[src/design/dprc_pkg.sv]
// Shared types and constants for the drift PI resample controller.
`default_nettype none
package dprc_pkg;

  localparam int DEV_W     = 3;
  localparam int DEV_IDX_W = 6;
  localparam int DRIFT_W   = 24;
  localparam int INTEG_W   = 24;
  localparam int DELAY_W   = 12;
  localparam int RATIO_W   = 31;
  localparam int SUM_W     = 50;
  localparam int CORR_W    = 34;
  localparam int FRAMES_W  = 19;
  localparam int ND_W      = 21;

  localparam logic signed [INTEG_W:0]  INTEG_LIMIT     = 25'sd8000000;
  localparam logic signed [INTEG_W:0]  INTEG_LIMIT_NEG = -25'sd8000000;
  localparam logic signed [CORR_W-1:0] CORR_MAX        = 34'sd10737418;
  localparam logic signed [CORR_W-1:0] CORR_MIN        = -34'sd10737419;
  localparam logic signed [CORR_W-1:0] WINDUP_POS      = 34'sd10630045;
  localparam logic signed [CORR_W-1:0] WINDUP_NEG      = -34'sd10630045;
  localparam logic [RATIO_W-1:0]       UNITY_Q30       = 31'd1073741824;
  localparam logic [DRIFT_W-1:0]       LARGE_DRIFT     = 24'd32000;
  localparam logic signed [SUM_W-1:0]  ROUND_HALF      = 50'sd32768;

  // drift*rate/16e6 = ((drift*rate) >> 10) / 15625
  localparam int                       PRE_SHIFT  = 10;
  localparam logic [31:0]              RECIP_M    = 32'd2251799813;
  localparam int                       RECIP_SH   = 45;
  localparam logic [13:0]              DIV_K      = 14'd15625;

  typedef enum logic [1:0] {
    ST_DEADBAND = 2'd0,
    ST_SKIP     = 2'd1,
    ST_CORRECT  = 2'd2
  } status_t;

  typedef enum logic [2:0] {
    REG_DEADBAND    = 3'd0,
    REG_MAX_COMP    = 3'd1,
    REG_PROP_GAIN   = 3'd2,
    REG_INTEG_GAIN  = 3'd3,
    REG_SAMPLE_RATE = 3'd4
  } reg_idx_t;

  typedef struct packed {
    logic [22:0] deadband_threshold;
    logic [22:0] max_compensation;
    logic [23:0] prop_gain;
    logic [23:0] integral_gain;
    logic [17:0] sample_rate;
  } cfg_t;

  typedef struct packed {
    logic                      en;
    logic [DEV_IDX_W-1:0]      idx;
    logic signed [INTEG_W-1:0] data;
  } integ_wr_t;

endpackage
`default_nettype wire

[src/design/dprc_cfg_regs.sv]
// APB configuration registers.
`default_nettype none
module dprc_cfg_regs (
  input  wire logic                 clk,
  input  wire logic                 rst_n,
  input  wire logic                 psel,
  input  wire logic                 penable,
  input  wire logic                 pwrite,
  input  wire logic [4:0]           paddr,
  input  wire logic [31:0]          pwdata,
  output logic      [31:0]          prdata,
  output logic                      pready,
  output dprc_pkg::cfg_t            cfg
);

  dprc_pkg::cfg_t     cfg_r;
  dprc_pkg::reg_idx_t idx;
  logic               wr_en;

  assign idx    = dprc_pkg::reg_idx_t'(paddr[4:2]);
  assign wr_en  = psel && penable && pwrite;
  assign pready = 1'b1;
  assign cfg    = cfg_r;

  always_ff @(posedge clk) begin
    if (!rst_n) begin
      cfg_r.deadband_threshold <= 23'd800;
      cfg_r.max_compensation   <= 23'd80000;
      cfg_r.prop_gain          <= 24'd8796093;
      cfg_r.integral_gain      <= 24'd43980;
      cfg_r.sample_rate        <= 18'd48000;
    end else if (wr_en) begin
      case (idx)
        dprc_pkg::REG_DEADBAND:    cfg_r.deadband_threshold <= pwdata[22:0];
        dprc_pkg::REG_MAX_COMP:    cfg_r.max_compensation   <= pwdata[22:0];
        dprc_pkg::REG_PROP_GAIN:   cfg_r.prop_gain          <= pwdata[23:0];
        dprc_pkg::REG_INTEG_GAIN:  cfg_r.integral_gain      <= pwdata[23:0];
        dprc_pkg::REG_SAMPLE_RATE: cfg_r.sample_rate        <= pwdata[17:0];
        default: ;
      endcase
    end
  end

  always_comb begin
    case (idx)
      dprc_pkg::REG_DEADBAND:    prdata = {9'd0, cfg_r.deadband_threshold};
      dprc_pkg::REG_MAX_COMP:    prdata = {9'd0, cfg_r.max_compensation};
      dprc_pkg::REG_PROP_GAIN:   prdata = {8'd0, cfg_r.prop_gain};
      dprc_pkg::REG_INTEG_GAIN:  prdata = {8'd0, cfg_r.integral_gain};
      dprc_pkg::REG_SAMPLE_RATE: prdata = {14'd0, cfg_r.sample_rate};
      default:                   prdata = 32'd0;
    endcase
  end

endmodule
`default_nettype wire

[config.mk]
export PLATFORM = sky130hd
export DESIGN_NAME = dprc_cfg_regs
export DESIGN_NICKNAME = d
export VERILOG_FILES = /design/src/design/dprc_pkg.sv /design/src/design/dprc_cfg_regs.sv
export SDC_FILE = /design/constraint.sdc
export NUM_CORES = 1
export LEC_CHECK = 0
export BUFFER_PORTS_ARGS = -buffer_cell sky130_fd_sc_hd__buf_4
export CAP_MARGIN = 20
export CORE_UTILIZATION = 35
export CTS_CLUSTER_DIAMETER = 60
export DETAILED_ROUTE_END_ITERATION = 6
export PLACE_DENSITY = 0.62
export SLEW_MARGIN = 20
export SYNTH_ARGS = -nofsm -noshare
export SYNTH_HDL_FRONTEND = slang
export SYNTH_SLANG_ARGS = --single-unit
export TNS_END_PERCENT = 20
[constraint.sdc]
create_clock -name clk -period 1.3 [get_ports clk]
set_clock_uncertainty 0.2 [all_clocks]
set_input_delay 0.13 -clock clk [delete_from_list [all_inputs] [get_ports clk]]
set_output_delay 0.13 -clock clk [all_outputs]
set_load 0.02 [all_outputs]
==> summary.txt <==
worst reg2reg startpoint - cfg[38]
DRT antenna net count - 0
DP Wirelength - 13100 um
H-tree lvl count - 3
Synth area leader - dfxtp_1
total number of vias - 5164
Post-DP Area - 7740 sq um
pre-CTS setup slack - -0.297 ns
die width - 125 um
leak pwr - 3.94 nW
VDD IR max - 572 uV
Setup Crit Path Kind - reg -> out
Post-layout nets - 859
setup tns final - -9.46 ns
cell area after layout - 8810 sq um
max reg flops - 112
pins over their slew limit - 0
pwr dens - 840 nW/um^2
Antenna Diode Count - 0
Die Y - 125 um
fin crit share - 136%
share of cells above drive strength 1 - 52.6%
Worst Setup End Kind - output port
final worst slack - -0.463 ns
clk buf depth - 2
global route overflow - 0
Clock Sinks - 112
fin crit period - 1.76 ns
Via density - 5.13
DRC viols - 0
IO Port Bufs - 167
DIE AREA - 15500 sq um
critical path startpoint - cfg[37]
RSZ-0062 raised after global routing - yes
min-delay worst type - in -> reg
Crit Path Max Fanout - 2
critical path launch point type - register
Reg clk slew, reported paths - 0.07 ns
first-pass GRT wire length - 28800 um
Core ar. - 14600 sq um
DRT Pass-1 Iters - 5
CTS root buf - clkbuf_16
Max Cap Violations - 0
YS warnings - 0
failing checks - negative setup slack
Finish-stage setup viols - 29
hold path startpoint - rst_n
CTS tree - done
CTS Buf Count - 9
crit path DAT - 1.43 ns
Top Ports - 187
fraction of post-synthesis cell area in the top cell type by area - 42.6%
Req. time, crit path - 0.97 ns
antenna violations before repair - 0
vias in the first global route - 5213
Final Util - 60.4%
FF+latch count, synth - 112
Synth async-reset ratio - 0%
outcome - complete, but fails checks
DR iter-0 viols - 333
clk_lat worst skew - 0.36 ns
Synth-to-Final Area Change - 67.2%
wire length per cell - 18.6 um
Global Route Usage Sum - 23.8%
cell area after synthesis - 5270 sq um
largest net degree at the start of global routing - 55
EDFF count, synth - 0
wirelength, routed - 18700 um
Peak Freq - 567 MHz
Synth area leaders - dfxtp_1 43%, mux2i_1 18%, nand2_1 7.1%
Post-Syn Area per Cell - 9.65 sq um
ys flop type - dfxtp_1
post-synth cell types - 29
Final Hold Vio Count - 0
GP Congestion - 0.812
site row count - 44
most instantiated cells after synthesis - 112 x dfxtp_1, 99 x nand2_1, 97 x mux2i_1
top-count cell post-synth - dfxtp_1
Initial Util - 36.1%
synthesized instance count - 546
sequential area share after synthesis - 42.6%
through the flow:
stage                     total power, mW  hold slack [ns]  instances
final                                7.40           0.0158       1006
after global routing                 7.66           0.0188       1006
after CTS                            7.40          0.00311       1003
after detailed placement             4.56            0.216        959
after global placement               4.55            0.205        959
after floorplan                      4.14           0.0722        553
report_power, final:
| group | switching, mW | internal (mW) |
|---|---|---|
| combinational | 0.595 | 0.543 |
| sequential | 0.0226 | 3.46 |
| clock | 1.32 | 1.46 |
| total | 1.94 | 5.46 |
worst paths after layout:
kind / to / slack [ns] / cells after the start
worst max-delay path: prdata[19] / -0.46 / 3
worst min register to register: cfg[101] / 0.27 / 2
worst min-delay path: cfg[24] / 0.02 / 3
worst max register to register: cfg[38] / 0.23 / 5
timing repair:
action                                  in CTS  in global routing
pin swaps                                   11                 12
hold endpoints to repair                   112                  0
endpoints found under the setup margin      44                 77
setup buffers                                3                  3
cloned                                       0                  0
hold buffers                                25                  0
gates resized for setup                     76                 82
critical path, stage by stage, from the launching register on:
cell     delay [ns]
dfxtp_2        0.33
mux4_2         0.47
nor2b_4        0.15
buf_6          0.13
per-layer routing:
metal	up-vias	track usage (%)	part of all wire, %
met5	-	0	0
met4	0	8.86	1.6
met3	20	4.34	5.8
met2	173	38.7	48
met1	2522	31.2	44
li1	2449	-	-
logic make-up (layout without fill, tap and decap cells):
kind of cell	after synthesis	after routing	share of synthesized area, %
AND/OR/NAND/NOR	162	162	15.6
multiplexers	119	119	24.2
flip-flops	112	112	42.6
AO/OA/AOI/OAI	78	78	10.3
buffers and inverters	73	342	7.15
other	2	9	0.143
layout make-up:
class | instances | area, sq um
fill | 1193 | 5780
inverter | 17 | 63.8
tap | 184 | 230
timing repair buffer | 309 | 2860
clock buffer | 12 | 267
clock inverter | 4 | 26.3
sequential | 112 | 2300
multi-input combinational | 368 | 3060
layout by cell type, fill, tap and decap left out, types with 9 or more instances in the layout:
cell,Yosys,routed
dfxtp_1,112,62
buf_6,5,81
nand2_1,99,99
mux2_2,17,12
buf_4,12,189
o211ai_1,17,17
dfxtp_2,0,50
dlygate4sd3_1,0,25
clkbuf_16,0,9
buf_12,0,14
a22oi_2,0,26
mux2i_1,97,97
o22ai_2,0,11
inv_1,17,17
conb_1,2,9
nor2b_1,40,32
(Power assumes the default switching activity.)
