## config.mk

```make
export PLATFORM = sky130hd
export DESIGN_NAME = dprc_integ_store
export DESIGN_NICKNAME = d
export VERILOG_FILES = /design/src/design/dprc_pkg.sv /design/src/design/dprc_integ_store.sv
export SDC_FILE = /design/constraint.sdc
export NUM_CORES = 1
export LEC_CHECK = 0
export BUFFER_PORTS_ARGS = -buffer_cell sky130_fd_sc_hd__buf_2
export CAP_MARGIN = 25
export CORE_ASPECT_RATIO = 0.5
export CORE_MARGIN = 1
export CORE_UTILIZATION = 30
export CTS_BUF_LIST = sky130_fd_sc_hd__clkbuf_4 sky130_fd_sc_hd__clkbuf_8
export DETAILED_ROUTE_END_ITERATION = 8
export HOLD_SLACK_MARGIN = 0.12
export PLACE_DENSITY = 0.54
export SYNTH_ARGS = -nofsm -noshare
export SYNTH_HDL_FRONTEND = slang
export SYNTH_SLANG_ARGS = --single-unit
```

## constraint.sdc

```tcl
create_clock -name clk -period 8.2 [get_ports clk]
set_clock_uncertainty 0.15 [all_clocks]
set_input_delay 0.41 -clock clk [delete_from_list [all_inputs] [get_ports clk]]
set_output_delay 0.41 -clock clk [all_outputs]
set_load 0.005 [all_outputs]
```

## src/design/dprc_pkg.sv

```systemverilog
// Shared types and constants for the drift PI resample controller.
`default_nettype none
package dprc_pkg;

  localparam int DEV_W     = 3;
  localparam int DEV_IDX_W = 6;
  localparam int DRIFT_W   = 24;
  localparam int INTEG_W   = 24;
  localparam int DELAY_W   = 12;
  localparam int RATIO_W   = 31;
  localparam int SUM_W     = 50;
  localparam int CORR_W    = 34;
  localparam int FRAMES_W  = 19;
  localparam int ND_W      = 21;

  localparam logic signed [INTEG_W:0]  INTEG_LIMIT     = 25'sd8000000;
  localparam logic signed [INTEG_W:0]  INTEG_LIMIT_NEG = -25'sd8000000;
  localparam logic signed [CORR_W-1:0] CORR_MAX        = 34'sd10737418;
  localparam logic signed [CORR_W-1:0] CORR_MIN        = -34'sd10737419;
  localparam logic signed [CORR_W-1:0] WINDUP_POS      = 34'sd10630045;
  localparam logic signed [CORR_W-1:0] WINDUP_NEG      = -34'sd10630045;
  localparam logic [RATIO_W-1:0]       UNITY_Q30       = 31'd1073741824;
  localparam logic [DRIFT_W-1:0]       LARGE_DRIFT     = 24'd32000;
  localparam logic signed [SUM_W-1:0]  ROUND_HALF      = 50'sd32768;

  // drift*rate/16e6 = ((drift*rate) >> 10) / 15625
  localparam int                       PRE_SHIFT  = 10;
  localparam logic [31:0]              RECIP_M    = 32'd2251799813;
  localparam int                       RECIP_SH   = 45;
  localparam logic [13:0]              DIV_K      = 14'd15625;

  typedef enum logic [1:0] {
    ST_DEADBAND = 2'd0,
    ST_SKIP     = 2'd1,
    ST_CORRECT  = 2'd2
  } status_t;

  typedef enum logic [2:0] {
    REG_DEADBAND    = 3'd0,
    REG_MAX_COMP    = 3'd1,
    REG_PROP_GAIN   = 3'd2,
    REG_INTEG_GAIN  = 3'd3,
    REG_SAMPLE_RATE = 3'd4
  } reg_idx_t;

  typedef struct packed {
    logic [22:0] deadband_threshold;
    logic [22:0] max_compensation;
    logic [23:0] prop_gain;
    logic [23:0] integral_gain;
    logic [17:0] sample_rate;
  } cfg_t;

  typedef struct packed {
    logic                      en;
    logic [DEV_IDX_W-1:0]      idx;
    logic signed [INTEG_W-1:0] data;
  } integ_wr_t;

endpackage
`default_nettype wire

```

## src/design/dprc_integ_store.sv

```systemverilog
// Per-device integral memory with per-entry valid bits.
`default_nettype none
module dprc_integ_store #(
  parameter int NUM_DEVICES = 8
) (
  input  wire logic                                   clk,
  input  wire logic                                   rst_n,
  input  wire logic                                   rd_en,
  input  wire logic [dprc_pkg::DEV_IDX_W-1:0]         rd_idx,
  output logic signed [dprc_pkg::INTEG_W-1:0]         rd_data,
  input  wire dprc_pkg::integ_wr_t                    wr
);

  localparam int AW = (NUM_DEVICES > 1) ? $clog2(NUM_DEVICES) : 1;

  logic signed [dprc_pkg::INTEG_W-1:0] mem [NUM_DEVICES];
  logic [NUM_DEVICES-1:0]              vld_r;
  logic signed [dprc_pkg::INTEG_W-1:0] rd_q_r;
  logic                                hit_r;

  always_ff @(posedge clk) begin
    if (wr.en) begin
      mem[wr.idx[AW-1:0]] <= wr.data;
    end
    if (rd_en) begin
      rd_q_r <= mem[rd_idx[AW-1:0]];
      hit_r  <= vld_r[rd_idx[AW-1:0]];
    end
  end

  always_ff @(posedge clk) begin
    if (!rst_n) begin
      vld_r <= '0;
    end else if (wr.en) begin
      vld_r[wr.idx[AW-1:0]] <= 1'b1;
    end
  end

  assign rd_data = hit_r ? rd_q_r : '0;

endmodule
`default_nettype wire

```

==> impl_metrics.env <==
export IMPL_drtIter0Drc=183
export IMPL_critical_path_startpoint_type="flip-flop"
export IMPL_fin_crit_ns=2.10
export IMPL_worst_pin_slew_ns=0.888
export IMPL_htreeDepth=2
export IMPL_gp_congestion=0.646
export IMPL_rows=43
export IMPL_worstReg2RegStart="mem[3][0]"
export IMPL_drive_above_1_share=0.302
export IMPL_worstHoldStart="vld_r[2]"
export IMPL_drv_slew=0
export IMPL_die_h_um=122
export IMPL_n_antenna_cell=0
export IMPL_areaGrowthSynthToFinish_pct=20.3
export IMPL_grt_pass1_wl_um=24700
export IMPL_clkLatencyLatePin_ns=0.50
export IMPL_fin_ws_ns=6.10
export IMPL_final_nets=512
export IMPL_p_leak_nw=3.62
export IMPL_synth_fp_nets=398
export IMPL_critPathMaxFanout=22
export IMPL_yosysSeqAreaShare=0.770
export IMPL_clock_path_buffers=3
export IMPL_ant_nets=0
export IMPL_grt_overflow=0
export IMPL_ys_ff_latch=225
export IMPL_max_cap_violations=0
export IMPL_vias_per_cell=4.50
export IMPL_numCtsBuffers=37
export IMPL_drc=0
export IMPL_path_clk_slew_ns=0.06
export IMPL_synth_edff_count=217
export IMPL_yosysUniqueCellTypes=13
export IMPL_drt_wirelength_per_cell_um=18.6
export IMPL_start_util=0.309
export IMPL_switching_power_mw=0.487
export IMPL_fin_setup_tns_ns=0
export IMPL_cts_tree="built"
export IMPL_fillers=2533
export IMPL_crit_chain="buf_16 > and2_1 > buf_2"
export IMPL_synth_area_leaders="edfxtp_1 75%, mux4_1 15%, mux2_2 3.2%"
export IMPL_max_slew_margin=0.408
export IMPL_die_area_mm2=0.0296
export IMPL_avgSynthCellArea_um2=24.2
export IMPL_postSynth_asyncResetShare=0
export IMPL_max_stage_delay_ns=0.51
export IMPL_dr_total_vias=3955
export IMPL_dieWidth_um=242
export IMPL_yosysTopAreaCellShare=0.751
export IMPL_critPathKind="flip-flop to primary output"
export IMPL_max_freq_mhz=476
export IMPL_synth_most_common_cell="edfxtp_1"
export IMPL_dr_pass1_iters=4
export IMPL_crit_path_end_kind="primary output"
export IMPL_synthCells=358
export IMPL_dp_hpwl_um=7900
export IMPL_slowest_stage="edfxtp_1"
export IMPL_finalSetupViolations=0
export IMPL_io_pins=64
export IMPL_rsz0062_at_grt="no"
export IMPL_synth_common_cells="217 x edfxtp_1, 50 x mux4_1, 25 x mux2_2"
export IMPL_grt_pass1_vias=4284
export IMPL_clock_root_buffer="clkbuf_8"
export IMPL_min_path_type="flip-flop to flip-flop"
export IMPL_core_mm2=0.0280
export IMPL_cp_arrival_ns=1.54
export IMPL_hold_depth=1
export IMPL_synthFlopType="edfxtp_1"
export IMPL_yosysWarnings=0
export IMPL_power_internal_mw=1.90
export IMPL_grt_max_degree=51
export IMPL_switching_share=0.204
export IMPL_cts_setup_buffers=0
export IMPL_finalCritPeriodShare=0.256
export IMPL_startpoint="hit_r"
export IMPL_grt_use_total=0.112
export IMPL_netlist_area_mm2=0.00867
export IMPL_dpl_worst_slack_ns=5.61
export IMPL_io_buffers=57
export IMPL_pwr_share_comb=0.055
export IMPL_outcome="completed"
export IMPL_path_buf_inv=2
export IMPL_r2r_cells=2
export IMPL_finalHoldViolations=0
export IMPL_synth_top_area_cell="edfxtp_1"
export IMPL_power_frac_clock=0.393
export IMPL_powerDensity_mw_per_mm2=229
export IMPL_antenna_found_initial=0
export IMPL_p_seq_frac=0.552
export IMPL_peakVddDrop_mv=0.0849
export IMPL_cts_sinks=225
export IMPL_crit_required_ns=7.64
export IMPL_cp_top_family="flip-flops"
export IMPL_path_depth=3
export IMPL_wl_um=16400
-- placed cells by master (no fill, tap or decap), types with 3 or more instances in the layout --
master / count
o21a_1: 8
clkinv_1: 11
dlygate4sd3_1: 25
buf_2: 57
clkbuf_8: 39
mux2_2: 25
dfxtp_1: 8
clkbuf_4: 12
and2_1: 24
mux4_1: 50
nor4bb_4: 3
and4b_1: 3
buf_4: 10
edfxtp_1: 217
-- final timing paths --
check	end	slack, ns
max	rd_data[7]	6.10
min	vld_r[2]	0.31
max reg2reg	rd_q_r[0]	6.63
min reg2reg	vld_r[2]	0.31
-- cells by family after synthesis --
logic type	Yosys count	synth area share
AOI/OAI and AO/OA	8	0.00693
muxes	75	0.184
DFF	225	0.770
and+or+nand+nor	32	0.0263
buffers and inverters	18	0.0130
-- metal layers --
layer | up-vias | part of all wire | global-route usage | routed length [µm]
met5 | - | 0 | 0 | 0
met4 | 0 | 0.015 | 0.0384 | 252
met3 | 26 | 0.035 | 0.0236 | 566
met2 | 59 | 0.50 | 0.198 | 8210
met1 | 2087 | 0.45 | 0.139 | 7330
li1 | 1783 | - | - | -
-- stage by stage --
step                      area (µm²)  power (mW)  hold WS [ns]  utilization  std cells
after floorplan                 8670        1.41         0.282            -        358
after global placement          9450        1.46         0.289        0.337        789
after detailed placement        9450        1.47         0.298        0.337        789
after CTS                      10400        2.42         0.314        0.371        878
after global routing           10400        2.48         0.334        0.372        879
final                          10400        2.38         0.313        0.372        879
-- timing repair --
item,CTS,global route
endpoints found under the hold margin,200,0
resized for setup,0,0
hold buffers,25,0
setup endpoints to repair,0,0
-- state kept, by name, summed over array words and instances (netlist names) --
name    count
hit_r       1
rd_q_r     24
mem       192
vld_r       8
-- power by group through the flow --
stage          logic, mW  registers, mW  clock network, mW
4_1_cts            0.132           1.32              0.965
3_3_place_gp       0.119           1.34                  0
2_1_floorplan     0.0717           1.34                  0
3_5_place_dp       0.122           1.34                  0
5_1_grt            0.143           1.32               1.01
6_report           0.132           1.32              0.936
-- layout make-up --
type                    instances  area (µm²)  share of cell area
repair buffers                 93         638              0.0612
multi-input cells             115        1930               0.185
clock buffers                  51         627              0.0601
well taps                     382         478              0.0458
clock inverters                13        78.8             0.00756
flip-flops and latches        225        6680               0.640
Power figures use the tool's default switching activity.
